File: src/ring_neighbour_exclusion_arbiter_unit_assert.svh
// assertion macros for the ring arbiter
`ifndef RING_NEIGHBOUR_EXCLUSION_ARBITER_UNIT_ASSERT_SVH
`define RING_NEIGHBOUR_EXCLUSION_ARBITER_UNIT_ASSERT_SVH
`ifndef ASSERT_OFF
// property checked on every rising clock edge outside reset
`define RNEA_ASSERT(lbl, clk_s, rstn_s, prop, msg) \
  lbl: assert property (@(posedge clk_s) disable iff (!rstn_s) (prop)) else $error(msg);
// condition in one cycle implies a consequence in the next
`define RNEA_ASSERT_NEXT(lbl, clk_s, rstn_s, ante, cons, msg) \
  lbl: assert property (@(posedge clk_s) disable iff (!rstn_s) (ante) |=> (cons)) else $error(msg);
`else
`define RNEA_ASSERT(lbl, clk_s, rstn_s, prop, msg)
`define RNEA_ASSERT_NEXT(lbl, clk_s, rstn_s, ante, cons, msg)
`endif
`endif

File: src/rnea_pkg.sv
package rnea_pkg;

  localparam int SEAT_W = 4;
  localparam int CNT_W  = 5;
  localparam int DATA_W = 32;
  localparam int ADDR_W = 3;

  localparam logic [CNT_W-1:0] SEAT_COUNT_RST = 5'd5;
  localparam logic [CNT_W-1:0] RING_MIN       = 5'd2;

  // register index taken from paddr[2]
  localparam logic REG_SEAT_COUNT = 1'b0;

  localparam logic OP_REQUEST = 1'b0;
  localparam logic OP_RELEASE = 1'b1;

  localparam logic [1:0] MAX_GRANTS = 2'd2;

  typedef enum logic [2:0] {
    S_IDLE,
    S_DECODE,
    S_READ,
    S_LOAD,
    S_MOD,
    S_CHECK,
    S_FINISH
  } state_t;

  function automatic logic [CNT_W-1:0] ring_left(input logic [CNT_W-1:0] pos,
                                                 input logic [CNT_W-1:0] n);
    return (pos == '0) ? n - 1'b1 : pos - 1'b1;
  endfunction

  function automatic logic [CNT_W-1:0] ring_right(input logic [CNT_W-1:0] pos,
                                                  input logic [CNT_W-1:0] n);
    return (pos == n - 1'b1) ? '0 : pos + 1'b1;
  endfunction

endpackage

File: src/ring_neighbour_exclusion_arbiter_unit.sv
// Ring arbiter for seats that each share a resource with both neighbours. A request
// (operation 0) is granted at once when neither neighbour is served, else the seat joins
// a wait queue; a request from a seat already waiting or served gives no word. A release
// (operation 1) idles the seat, drops it from the queue if it was waiting, then walks the
// queue in arrival order granting up to two seats whose neighbours are free, compacting
// the queue in the same pass. A seat not below the ring size gives one error word. The
// ring size is seat_count (register at address 0) saturated into [2, MAX_SEATS]; write it
// only while the block is idle. One word is handled at a time. The result of a request or
// an error is formed in the decode state and registered in the output register. For each
// queued entry a release costs one read of the queue memory, which has separate read and
// write ports, a registered read, an iterative modulo step per ring wrap and a decision
// that may write it back. Stalls on the result side can hold the decode, check and finish
// states. A result waiting in the output register does not keep the next word from being
// accepted.
module ring_neighbour_exclusion_arbiter_unit
  import rnea_pkg::*;
#(
  parameter int MAX_SEATS = 16
) (
  input  logic              clk,
  input  logic              rst_n,
  input  logic              in_valid,
  output logic              in_ready,
  input  logic              in_operation,
  input  logic [SEAT_W-1:0] in_seat,
  output logic              out_valid,
  input  logic              out_ready,
  output logic [SEAT_W-1:0] out_granted_seat,
  output logic              out_error,
  output logic              out_last,
  input  logic              psel,
  input  logic              penable,
  input  logic              pwrite,
  input  logic [ADDR_W-1:0] paddr,
  input  logic [DATA_W-1:0] pwdata,
  output logic [DATA_W-1:0] prdata,
  output logic              pready
);

  localparam int QW = $clog2(MAX_SEATS);

  logic [CNT_W-1:0]  ring_size;
  logic              q_we;
  logic [QW-1:0]     q_waddr;
  logic [SEAT_W-1:0] q_wdata;
  logic              q_re;
  logic [QW-1:0]     q_raddr;
  logic [SEAT_W-1:0] q_rdata;

  rnea_cfg #(
    .MAX_SEATS(MAX_SEATS)
  ) u_cfg (
    .clk      (clk),
    .rst_n    (rst_n),
    .psel     (psel),
    .penable  (penable),
    .pwrite   (pwrite),
    .paddr    (paddr),
    .pwdata   (pwdata),
    .prdata   (prdata),
    .pready   (pready),
    .ring_size(ring_size)
  );

  rnea_queue #(
    .MAX_SEATS(MAX_SEATS)
  ) u_queue (
    .clk  (clk),
    .we   (q_we),
    .waddr(q_waddr),
    .wdata(q_wdata),
    .re   (q_re),
    .raddr(q_raddr),
    .rdata(q_rdata)
  );

  rnea_ctrl #(
    .MAX_SEATS(MAX_SEATS)
  ) u_ctrl (
    .clk             (clk),
    .rst_n           (rst_n),
    .ring_size       (ring_size),
    .in_valid        (in_valid),
    .in_ready        (in_ready),
    .in_operation    (in_operation),
    .in_seat         (in_seat),
    .out_valid       (out_valid),
    .out_ready       (out_ready),
    .out_granted_seat(out_granted_seat),
    .out_error       (out_error),
    .out_last        (out_last),
    .q_we            (q_we),
    .q_waddr         (q_waddr),
    .q_wdata         (q_wdata),
    .q_re            (q_re),
    .q_raddr         (q_raddr),
    .q_rdata         (q_rdata)
  );

endmodule

File: src/rnea_cfg.sv
module rnea_cfg
  import rnea_pkg::*;
#(
  parameter int MAX_SEATS = 16
) (
  input  logic              clk,
  input  logic              rst_n,
  input  logic              psel,
  input  logic              penable,
  input  logic              pwrite,
  input  logic [ADDR_W-1:0] paddr,
  input  logic [DATA_W-1:0] pwdata,
  output logic [DATA_W-1:0] prdata,
  output logic              pready,
  output logic [CNT_W-1:0]  ring_size
);

  logic [CNT_W-1:0] seat_count_r;
  logic [CNT_W-1:0] seat_count_nxt;
  logic             wr_en;

  assign pready = 1'b1;
  assign wr_en  = psel && penable && pwrite && (paddr[2] == REG_SEAT_COUNT);

  always_comb begin
    seat_count_nxt = seat_count_r;
    if (wr_en) begin
      seat_count_nxt = pwdata[CNT_W-1:0];
    end
  end

  always_ff @(posedge clk) begin
    if (!rst_n) begin
      seat_count_r <= SEAT_COUNT_RST;
    end else begin
      seat_count_r <= seat_count_nxt;
    end
  end

  assign prdata = (paddr[2] == REG_SEAT_COUNT) ? DATA_W'(seat_count_r) : '0;

  // saturate into [2, MAX_SEATS]
  always_comb begin
    priority if (seat_count_r < RING_MIN) begin
      ring_size = RING_MIN;
    end else if (32'(seat_count_r) > MAX_SEATS) begin
      ring_size = CNT_W'(MAX_SEATS);
    end else begin
      ring_size = seat_count_r;
    end
  end

endmodule

File: src/rnea_queue.sv
module rnea_queue
  import rnea_pkg::*;
#(
  parameter int MAX_SEATS = 16,
  localparam int QW = $clog2(MAX_SEATS)
) (
  input  logic              clk,
  input  logic              we,
  input  logic [QW-1:0]     waddr,
  input  logic [SEAT_W-1:0] wdata,
  input  logic              re,
  input  logic [QW-1:0]     raddr,
  output logic [SEAT_W-1:0] rdata
);

  logic [SEAT_W-1:0] mem [MAX_SEATS];
  logic [SEAT_W-1:0] rdata_r;

  always_ff @(posedge clk) begin
    if (we) begin
      mem[waddr] <= wdata;
    end
  end

  // compaction never lets the write pointer pass the read pointer, so no same-entry overlap
  always_ff @(posedge clk) begin
    if (re) begin
      rdata_r <= mem[raddr];
    end
  end

  assign rdata = rdata_r;

endmodule

File: src/rnea_ctrl.sv
`include "ring_neighbour_exclusion_arbiter_unit_assert.svh"

module rnea_ctrl
  import rnea_pkg::*;
#(
  parameter int MAX_SEATS = 16,
  localparam int SW  = $clog2(MAX_SEATS),
  localparam int QW  = $clog2(MAX_SEATS),
  localparam int QLW = $clog2(MAX_SEATS + 1)
) (
  input  logic              clk,
  input  logic              rst_n,
  input  logic [CNT_W-1:0]  ring_size,
  input  logic              in_valid,
  output logic              in_ready,
  input  logic              in_operation,
  input  logic [SEAT_W-1:0] in_seat,
  output logic              out_valid,
  input  logic              out_ready,
  output logic [SEAT_W-1:0] out_granted_seat,
  output logic              out_error,
  output logic              out_last,
  output logic              q_we,
  output logic [QW-1:0]     q_waddr,
  output logic [SEAT_W-1:0] q_wdata,
  output logic              q_re,
  output logic [QW-1:0]     q_raddr,
  input  logic [SEAT_W-1:0] q_rdata
);

  state_t            state_r, state_nxt;
  logic              op_r, op_nxt;
  logic [SEAT_W-1:0] seat_r, seat_nxt;
  logic [SEAT_W-1:0] k_r, k_nxt;
  logic [CNT_W-1:0]  red_r, red_nxt;
  logic [QLW-1:0]    rd_r, rd_nxt;
  logic [QLW-1:0]    wr_r, wr_nxt;
  logic [QLW-1:0]    qlen_r, qlen_nxt;
  logic [1:0]        gcnt_r, gcnt_nxt;
  logic              pend_v_r, pend_v_nxt;
  logic [SEAT_W-1:0] pend_seat_r, pend_seat_nxt;
  logic              withdraw_r, withdraw_nxt;
  logic [MAX_SEATS-1:0] served_r, served_nxt;
  logic [MAX_SEATS-1:0] waiting_r, waiting_nxt;
  logic              out_valid_r, out_valid_nxt;
  logic [SEAT_W-1:0] out_seat_r, out_seat_nxt;
  logic              out_err_r, out_err_nxt;
  logic              out_last_r, out_last_nxt;

  logic              slot;
  logic              seat_in;
  logic [SW-1:0]     seat_idx;
  logic [SW-1:0]     k_idx;
  logic              k_ok;
  logic              qfull;
  logic [CNT_W-1:0]  req_l, req_r, chk_l, chk_r;
  logic              req_free, chk_free;
  logic              emit;
  logic [SEAT_W-1:0] e_seat;
  logic              e_err;
  logic              e_last;

  assign slot     = !out_valid_r || out_ready;
  assign seat_in  = CNT_W'(seat_r) < ring_size;
  assign seat_idx = SW'(seat_r);
  assign k_idx    = SW'(k_r);
  assign k_ok     = 32'(k_r) < MAX_SEATS;
  assign qfull    = qlen_r >= QLW'(MAX_SEATS);

  // request seat is below the ring size, queued seats are reduced first
  assign req_l    = ring_left(CNT_W'(seat_r), ring_size);
  assign req_r    = ring_right(CNT_W'(seat_r), ring_size);
  assign chk_l    = ring_left(red_r, ring_size);
  assign chk_r    = ring_right(red_r, ring_size);
  assign req_free = !served_r[SW'(req_l)] && !served_r[SW'(req_r)];
  assign chk_free = !served_r[SW'(chk_l)] && !served_r[SW'(chk_r)];

  assign in_ready         = (state_r == S_IDLE);
  assign out_valid        = out_valid_r;
  assign out_granted_seat = out_seat_r;
  assign out_error        = out_err_r;
  assign out_last         = out_last_r;

  always_comb begin
    state_nxt     = state_r;
    op_nxt        = op_r;
    seat_nxt      = seat_r;
    k_nxt         = k_r;
    red_nxt       = red_r;
    rd_nxt        = rd_r;
    wr_nxt        = wr_r;
    qlen_nxt      = qlen_r;
    gcnt_nxt      = gcnt_r;
    pend_v_nxt    = pend_v_r;
    pend_seat_nxt = pend_seat_r;
    withdraw_nxt  = withdraw_r;
    served_nxt    = served_r;
    waiting_nxt   = waiting_r;
    q_we          = 1'b0;
    q_waddr       = '0;
    q_wdata       = '0;
    q_re          = 1'b0;
    q_raddr       = '0;
    emit          = 1'b0;
    e_seat        = '0;
    e_err         = 1'b0;
    e_last        = 1'b0;

    unique case (state_r)
      S_IDLE: begin
        if (in_valid) begin
          op_nxt    = in_operation;
          seat_nxt  = in_seat;
          state_nxt = S_DECODE;
        end
      end
      S_DECODE: begin
        priority if (!seat_in) begin
          if (slot) begin
            emit      = 1'b1;
            e_err     = 1'b1;
            e_last    = 1'b1;
            state_nxt = S_IDLE;
          end
        end else if (op_r == OP_REQUEST) begin
          priority if (served_r[seat_idx] || waiting_r[seat_idx]) begin
            state_nxt = S_IDLE;
          end else if (req_free) begin
            if (slot) begin
              emit                 = 1'b1;
              e_seat               = seat_r;
              e_last               = 1'b1;
              served_nxt[seat_idx] = 1'b1;
              state_nxt            = S_IDLE;
            end
          end else if (!qfull) begin
            waiting_nxt[seat_idx] = 1'b1;
            q_we                  = 1'b1;
            q_waddr               = qlen_r[QW-1:0];
            q_wdata               = seat_r;
            qlen_nxt              = qlen_r + 1'b1;
            state_nxt             = S_IDLE;
          end else begin
            state_nxt = S_IDLE;
          end
        end else begin
          // release: a waiting seat is dropped from the queue during the scan
          withdraw_nxt          = waiting_r[seat_idx];
          served_nxt[seat_idx]  = 1'b0;
          waiting_nxt[seat_idx] = 1'b0;
          rd_nxt                = '0;
          wr_nxt                = '0;
          gcnt_nxt              = '0;
          pend_v_nxt            = 1'b0;
          state_nxt             = S_READ;
        end
      end
      S_READ: begin
        if (rd_r < qlen_r) begin
          q_re      = 1'b1;
          q_raddr   = rd_r[QW-1:0];
          state_nxt = S_LOAD;
        end else begin
          state_nxt = S_FINISH;
        end
      end
      S_LOAD: begin
        k_nxt     = q_rdata;
        red_nxt   = CNT_W'(q_rdata);
        state_nxt = S_MOD;
      end
      S_MOD: begin
        // seat modulo ring size, one subtraction per cycle
        if (red_r >= ring_size) begin
          red_nxt = red_r - ring_size;
        end else begin
          state_nxt = S_CHECK;
        end
      end
      S_CHECK: begin
        priority if (withdraw_r && (k_r == seat_r)) begin
          rd_nxt    = rd_r + 1'b1;
          state_nxt = S_READ;
        end else if ((gcnt_r != MAX_GRANTS) && k_ok && waiting_r[k_idx] && chk_free) begin
          // hold each grant until we know whether another one follows
          if (!pend_v_r || slot) begin
            if (pend_v_r) begin
              emit   = 1'b1;
              e_seat = pend_seat_r;
            end
            served_nxt[k_idx]  = 1'b1;
            waiting_nxt[k_idx] = 1'b0;
            pend_v_nxt         = 1'b1;
            pend_seat_nxt      = k_r;
            gcnt_nxt           = gcnt_r + 1'b1;
            rd_nxt             = rd_r + 1'b1;
            state_nxt          = S_READ;
          end
        end else begin
          q_we      = 1'b1;
          q_waddr   = wr_r[QW-1:0];
          q_wdata   = k_r;
          wr_nxt    = wr_r + 1'b1;
          rd_nxt    = rd_r + 1'b1;
          state_nxt = S_READ;
        end
      end
      S_FINISH: begin
        if (!pend_v_r || slot) begin
          if (pend_v_r) begin
            emit   = 1'b1;
            e_seat = pend_seat_r;
            e_last = 1'b1;
          end
          qlen_nxt   = wr_r;
          pend_v_nxt = 1'b0;
          state_nxt  = S_IDLE;
        end
      end
      default: begin
        state_nxt = S_IDLE;
      end
    endcase

    out_valid_nxt = out_valid_r;
    out_seat_nxt  = out_seat_r;
    out_err_nxt   = out_err_r;
    out_last_nxt  = out_last_r;
    if (emit) begin
      out_valid_nxt = 1'b1;
      out_seat_nxt  = e_seat;
      out_err_nxt   = e_err;
      out_last_nxt  = e_last;
    end else if (out_ready) begin
      out_valid_nxt = 1'b0;
    end
  end

  always_ff @(posedge clk) begin
    if (!rst_n) begin
      state_r     <= S_IDLE;
      rd_r        <= '0;
      wr_r        <= '0;
      qlen_r      <= '0;
      gcnt_r      <= '0;
      pend_v_r    <= 1'b0;
      withdraw_r  <= 1'b0;
      served_r    <= '0;
      waiting_r   <= '0;
      out_valid_r <= 1'b0;
    end else begin
      state_r     <= state_nxt;
      rd_r        <= rd_nxt;
      wr_r        <= wr_nxt;
      qlen_r      <= qlen_nxt;
      gcnt_r      <= gcnt_nxt;
      pend_v_r    <= pend_v_nxt;
      withdraw_r  <= withdraw_nxt;
      served_r    <= served_nxt;
      waiting_r   <= waiting_nxt;
      out_valid_r <= out_valid_nxt;
    end
  end

  always_ff @(posedge clk) begin
    op_r        <= op_nxt;
    seat_r      <= seat_nxt;
    k_r         <= k_nxt;
    red_r       <= red_nxt;
    pend_seat_r <= pend_seat_nxt;
    out_seat_r  <= out_seat_nxt;
    out_err_r   <= out_err_nxt;
    out_last_r  <= out_last_nxt;
  end

  `RNEA_ASSERT(a_flags_excl, clk, rst_n, (served_r & waiting_r) == '0,
               "seat served and waiting at once")
  `RNEA_ASSERT(a_qlen_match, clk, rst_n,
               (state_r == S_IDLE) |-> ($countones(waiting_r) == int'(qlen_r)),
               "queue length differs from waiting seats")
  `RNEA_ASSERT(a_compact_order, clk, rst_n, wr_r <= rd_r,
               "compaction write pointer ahead of read pointer")
  `RNEA_ASSERT_NEXT(a_final_last, clk, rst_n, (state_r == S_FINISH) && pend_v_r && slot,
                    out_valid_r && out_last_r && !out_err_r,
                    "final grant of a release not marked last")

endmodule
File: config.mk
export PLATFORM = sky130hd
export DESIGN_NAME = ring_neighbour_exclusion_arbiter_unit
export DESIGN_NICKNAME = d
export VERILOG_FILES = /design/src/rnea_pkg.sv /design/src/ring_neighbour_exclusion_arbiter_unit.sv /design/src/rnea_cfg.sv /design/src/rnea_queue.sv /design/src/rnea_ctrl.sv
export VERILOG_INCLUDE_DIRS = /design/src /design/src/src
export SDC_FILE = /design/constraint.sdc
export NUM_CORES = 1
export LEC_CHECK = 0
export BUFFER_PORTS_ARGS = -buffer_cell sky130_fd_sc_hd__buf_2
export CORE_UTILIZATION = 42
export CTS_BUF_LIST = sky130_fd_sc_hd__clkbuf_4 sky130_fd_sc_hd__clkbuf_8 sky130_fd_sc_hd__clkbuf_16
export DETAILED_ROUTE_END_ITERATION = 10
export PLACE_DENSITY = 0.65
export SETUP_SLACK_MARGIN = 0.02
export SLEW_MARGIN = 20
export SYNTH_ARGS = -nofsm -noshare
export SYNTH_HDL_FRONTEND = slang
export SYNTH_HIERARCHICAL = 1
export SYNTH_SLANG_ARGS = --single-unit
File: constraint.sdc
create_clock -name clk -period 11.5 [get_ports clk]
set_input_delay 1.15 -clock clk [delete_from_list [all_inputs] [get_ports clk]]
set_output_delay 1.15 -clock clk [all_outputs]
set_load 0.05 [all_outputs]
* Yosys cells after proc, flatten, opt, wreduce, memory -nomap -nowiden
Memory sizes are Yosys's and may differ from the RTL's. A register that Yosys moved wholly into a read port is not among the register bits. Index checks and enable logic that the tools add are counted.
Cells by class: equal/unequal tests 30, divide/modulo/power cells 0, shift-type cells 0, $add $sub $neg 10, muxes and demuxes 140, bitwise gates (word level) 11, order comparisons 14, reduce and logical (&&, ||, !) cells 40, multipliers 0
Operator list (count):
- 2-to-1 mux 16 bit | 16
- 2-to-1 mux 4 bit | 29
- 2-to-1 mux 5 bit | 17
- case mux 16 bit (2 select lines) | 2
- bitwise AND 16 bit | 3
- OR 16 bit | 3
- case mux 5 bit (2 select lines) | 4
- 2-to-1 mux 1 bit | 37
- 2-to-1 mux 3 bit | 12
- NOT 16 bit | 2
- less-than comparator 4 x 5 -> 1 bit (second input constant) | 6
- binary-select mux 1 bit (select 4 bit) | 7
- case mux 3 bit (7 select lines) | 1
- != test 2 bit (second input constant) | 9
- case mux 4 bit (2 select lines) | 2
- AND reduction 8 bit | 2
- adder 5 x 1 -> 5 bit (second input constant) | 3
- AND reduction 7 bit | 2
- != test 2 x 1 -> 1 bit (second input constant) | 6
- case mux 4 bit (3 select lines) | 1
- AND reduction 4 bit | 3
- logical AND 1 bit | 10
- 2-to-1 mux 2 bit | 5
- equality test 3 bit (second input constant) | 3
- 37 further kinds | 60
Word-level totals: word-level logic and storage cells 265, input port bits 47, output and inout port bits 41, RAM bits 64, memory bits (read-only) 0, memories 1, register bits 84, bits in latches 0
Memories:
- u_queue.mem | words 16, width 4, read ports 1, clocked after memory_dff 1, write ports 1, RTL line rnea_queue.sv:16 | logic [SEAT_W-1:0] mem [MAX_SEATS];

* Logic depth before layout (Yosys ltp)
depth after elaboration 17, mapped depth 16, depth with buffers taken out 13

* Cells and area by module
Netlist, hierarchy kept.
By module, submodules not included:
- rnea_ctrl | times used 1, cells an instance 798, area an instance 6631.4 um^2, seq. area each 1821.7 um^2
- rnea_queue | times used 1, cells an instance 130, area an instance 2706.3 um^2, seq. area each 2042.0 um^2
- rnea_cfg | times used 1, cells an instance 65, area an instance 526.8 um^2, seq. area each 100.1 um^2

* Worst setup path before layout
Ideal clock, no wire load.
path kind flip-flop to flip-flop, start register u_ctrl.seat_r[0] (netlist: u_ctrl/seat_idx[0]), end memory u_queue.mem[0][0], enable pin, cell stages (with the launch flop) 17, path buffers 5, period minus slack after synthesis 5.125 ns, slack 6.375 ns, data required time 11.139 ns, arrival time 4.764 ns, library setup time 0.361 ns, cells stage by stage edfxtp_1 clkbuf_1 buf_2 buf_2 inv_1 ha_1 clkbuf_1 mux4_2 nand2_1 and3_1 or4_1 a41oi_1 a2bb2oi_1 clkbuf_1 a21o_1 or3b_2 nor3_1
Between the ends: word-level cells in the longest chain between the ends 13, elaborated cells between the ends (all ways) 35, those cells by class add/sub (2); order compare (1); eq/ne (2); mux (24); reduce/logical (6)
RTL lines:
- from (decl) | RTL line rnea_ctrl.sv:33 | logic [SEAT_W-1:0] seat_r, seat_nxt;
- from (signal assigned) | RTL line rnea_ctrl.sv:267 | seat_r <= seat_nxt;
- subtractor 4 x 1 -> 4 bit, or another cell as far along | RTL line rnea_pkg.sv:31 | return (pos == '0) ? n - 1'b1 : pos - 1'b1;
- 2-to-1 mux 4 bit (on tied branches) | RTL line rnea_pkg.sv:31, rnea_pkg.sv:36
- binary-select mux 1 bit (select 4 bit) | RTL line rnea_ctrl.sv:75 | assign req_free = !served_r[SW'(req_l)] && !served_r[SW'(req_r)];
- 2-to-1 mux 1 bit (not written as such) | RTL line rnea_ctrl.sv:75
- zero test 1 bit | RTL line rnea_ctrl.sv:75
- logical AND 1 bit | RTL line rnea_ctrl.sv:75
- 2-to-1 mux 1 bit | RTL line rnea_ctrl.sv:128 | end else if (req_free) begin
- 2-to-1 mux 1 bit | RTL line rnea_ctrl.sv:126 | priority if (served_r[seat_idx] || waiting_r[seat_idx]) begin
- 2-to-1 mux 1 bit | RTL line rnea_ctrl.sv:125 | end else if (op_r == OP_REQUEST) begin
- 2-to-1 mux 1 bit | RTL line rnea_ctrl.sv:118 | priority if (!seat_in) begin
- case mux 1 bit (2 select lines) * | RTL line rnea_ctrl.sv:109 | unique case (state_r)
- net q_we | RTL line ring_neighbour_exclusion_arbiter_unit.sv:43 | logic q_we;
- 2-to-1 mux 1 bit * | RTL line rnea_queue.sv:20 | if (we) begin
- 2-to-1 mux 1 bit (not written as such) * | RTL line rnea_queue.sv:21 | mem[waddr] <= wdata;
- to (decl) | RTL line rnea_queue.sv:16
Mark *: on every way through the listed nets, which the timed path passes. The rest lies on a longest branch. The select of a mux whose other input is x is not followed.

* Worst setup path after layout
start register u_ctrl.red_r[0], end memory u_queue.mem[0][0], enable pin
Between the ends: elaborated cells between the ends (all ways) 22, those cells by class add/sub (2); eq/ne (1); mux (14); reduce/logical (5)
RTL lines:
- from (decl) | RTL line rnea_ctrl.sv:35 | logic [CNT_W-1:0] red_r, red_nxt;
- from (signal assigned) | RTL line rnea_ctrl.sv:269 | red_r <= red_nxt;
- subtractor 4 x 1 -> 4 bit, or another cell as far along | RTL line rnea_pkg.sv:31
- 2-to-1 mux 4 bit (on tied branches) | RTL line rnea_pkg.sv:31, rnea_pkg.sv:36
- binary-select mux 1 bit (select 4 bit) | RTL line rnea_ctrl.sv:76 | assign chk_free = !served_r[SW'(chk_l)] && !served_r[SW'(chk_r)];
- 2-to-1 mux 1 bit (not written as such) | RTL line rnea_ctrl.sv:76
- zero test 1 bit | RTL line rnea_ctrl.sv:76
- logical AND 1 bit * | RTL line rnea_ctrl.sv:76
- logical AND 1 bit * | RTL line rnea_ctrl.sv:184 | end else if ((gcnt_r != MAX_GRANTS) && k_ok && waiting_r[k_idx] && chk_free) begin
- 2-to-1 mux 4 bit * | RTL line rnea_ctrl.sv:184
- 2-to-1 mux 4 bit * | RTL line rnea_ctrl.sv:181 | priority if (withdraw_r && (k_r == seat_r)) begin
- case mux 4 bit (2 select lines) * | RTL line rnea_ctrl.sv:109
- net q_waddr[2] | RTL line ring_neighbour_exclusion_arbiter_unit.sv:44 | logic [QW-1:0] q_waddr;
Marks and branches as above.

==> impl_metrics.py <==
metrics = {
    "layout": {
        "fin_nets": 1054,
        "nFillCells": 2199,
        "diodes": 0,
        "layout-drive-gt1-share_pct": 12.27,
        "synthToLayoutAreaGrowth_pct": 8.409,
        "design_area_um2": 10690,
    },
    "critical_path": {
        "critPathTopFamily": "compound AO/OA/AOI/OAI gates",
        "crit_path_cell_trace": "inv_1 > ha_1 > nor4b_4 > mux2_4 > a2111oi_0 > a2111oi_0 > a311oi_1 > a21oi_1 > a32o_1 > or3b_2 > nor3_1",
        "path_class": "reg2reg",
        "path_common_cell": "a2111oi_0",
        "max_stage_delay_ps": 930,
        "crit_fanout": 14,
        "crit_path_top_delay_cell": "a311oi_1",
        "path_buf_inv": 1,
        "end_kind": "register",
        "critPathLaunchType": "register",
        "cp.arrival_ps": 5940,
        "worst_ep_required_time_ps": 11580,
    },
    "synth": {
        "syn_area_um2": 9864,
        "synth_area_leader_cell": "edfxtp_1",
        "yosys_warnings": 6,
        "ys_top_cells_by_count": "nand2_1, edfxtp_1, a21oi_1",
        "synth_edf_count": 92,
        "synth-seq-area-share_pct": 40.18,
        "synth-seq-cells": 152,
        "synthTopCellsByArea": "edfxtp_1, dfxtp_1, mux4_2",
        "synthFlopType": "edfxtp_1",
        "yosysMostFrequentCell": "nand2_1",
        "synth.top_cell.area_share_pct": 28.01,
        "synth.distinct_cells": 86,
        "async_flop_share_pct": 0,
        "avgSynthCellArea_um2": 9.934,
        "synthCells": 993,
    },
    "routing": {
        "viasPerCell": 6.213,
        "wl_mm": 27.17,
        "antenna_left": 0,
        "route.detailed.drc": 0,
        "drtIter0Drc": 805,
        "wl_per_cell_um": 20.79,
        "vias": 8120,
        "first_pass_iters": 6,
    },
    "run_status": {
        "outcome": "complete, no violations",
    },
    "placement": {
        "portBuffers": 30,
        "post-dp-hpwl_mm": 18.39,
        "finalWeightedCongestion": 0.8747,
        "place_area_um2": 10080,
        "dp_slack_ps": 5708,
    },
    "global_route": {
        "grt_max_degree": 46,
        "overflow": 0,
        "antenna_found_initial": 0,
        "grt_pass1_vias": 7504,
        "grt_pass1_wl_mm": 42.73,
        "track_usage_pct": 23.09,
    },
    "clocking": {
        "clk_path_buf_depth": 2,
        "clock-sinks": 152,
        "clock-root-buffer": "clkbuf_16",
        "numCtsBuffers": 17,
        "cts_hold_buffers": 0,
        "clk_pin_slew_ps": 80,
        "ctsResizeCount": 0,
        "cts_tree": "done",
        "cts_post_setup_buffers_inserted": 0,
        "clk_latency_ps": 430,
        "htree_levels": 4,
    },
    "power_and_ir_drop": {
        "powerDensity_nw_per_um2": 132.5,
        "p_leak_nw": 3.677,
        "ir_drop_mv": 0.09885,
    },
    "timing": {
        "tightest_slew_ps": 1125,
        "fin_tns_setup_ps": 0,
        "slew_headroom_pct": 24.52,
        "hold_viol": 0,
        "fin_crit_sh_pct": 51.01,
        "fin_ws_ps": 5634,
        "slew_violations": 0,
        "setup_viol": 0,
        "fin_worst_skew_ps": 14.86,
        "fin_crit_ps": 5866,
        "max_freq_ghz": 0.1705,
        "rsz0062_at_grt": "no",
    },
    "die": {
        "design.core.area_um2": 22850,
        "die_y_um": 155.3,
        "ioPinCount": 88,
        "start_util_pct": 43.18,
        "rows": 55,
        "die-area_um2": 24100,
        "die-width_um": 155.3,
    },
    "job": {
        "cap_violations": 0,
    },
    "hold_path": {
        "hold_path.class": "reg2reg",
    },
}
area by class of cell:
| class | instances | area, um^2 | area share, % |
|---|---|---|---|
| multi-input cells | 730 | 5341 | 49.95 |
| flip-flops and latches | 152 | 3964 | 37.07 |
| clock buffers | 17 | 425.4 | 3.978 |
| well taps | 313 | 391.6 | 3.662 |
| repair buffers | 41 | 232.7 | 2.176 |
| clock inverters | 15 | 192.7 | 1.802 |
| inverters | 39 | 146.4 | 1.369 |
stage by stage:
step	power, W	utilization, %	hold WS (ps)	cells
2_1_floorplan	0.0007898	-	424.4	1019
3_3_place_gp	0.0008411	44.10	460.2	1275
3_5_place_dp	0.0008426	44.10	478.2	1275
4_1_cts	0.001422	46.81	493.9	1307
5_1_grt	0.001464	46.81	515.7	1307
6_report	0.001417	46.81	487.3	1307
layer usage:
metal  track usage (%)  part of all wire [%]
met1             31.80                    42
met2             37.17                    48
met3             3.733                   8.5
met4             7.423                   2.0
met5                 0                     0
cell families (layout without fill, tap and decap cells):
family / after synthesis / after routing / share of synthesized area, %
xor+xnor: 24 / 24 / 2.702
mux: 63 / 63 / 11.97
other cells: 2 / 28 / 0.07613
compound gates: 250 / 250 / 17.83
flops: 152 / 152 / 40.18
fa+ha+maj: 26 / 26 / 3.374
buf+inv: 137 / 112 / 6.824
simple gates: 339 / 339 / 17.03
cell usage in the layout, fill, tap and decap left out, drive strengths merged, types with 12 or more instances in the layout:
cell	netlist	layout
nand2	110	110
edfxtp	92	92
a21oi	67	67
nor2	63	63
dfxtp	60	60
inv	38	44
buf	44	41
nand3	39	39
mux4	39	39
conb	2	28
nor3	27	27
ha	25	25
a31oi	25	25
o21ai	25	25
nor2b	20	20
mux2i	19	19
clkbuf	54	17
a32o	13	13
o311ai	13	13
nand2b	12	12
xnor2	12	12
final timing paths:
path	startpoint	to	slack, ps	cells past startpoint
max reg2reg	u_ctrl/red_r[0]	u_queue/mem[0][0]	5630	11
min reg2reg	u_ctrl/wr_r[4]	u_ctrl/wr_r[4]	490	2
min	u_ctrl/wr_r[4]	u_ctrl/wr_r[4]	490	2
max	u_ctrl/red_r[0]	u_queue/mem[0][0]	5630	11
report_power, final:
part	internal, W	switching [W]
registers	0.000589	0.0000171
logic	0.0000664	0.000163
clock network	0.000297	0.000285
total	0.000952	0.000465
worst min-delay path: stages (launching register included):
cell	delay, ps
dfxtp_1	330
nand2_1	60
mux2i_1	60
Power figures use the tool's default switching activity.
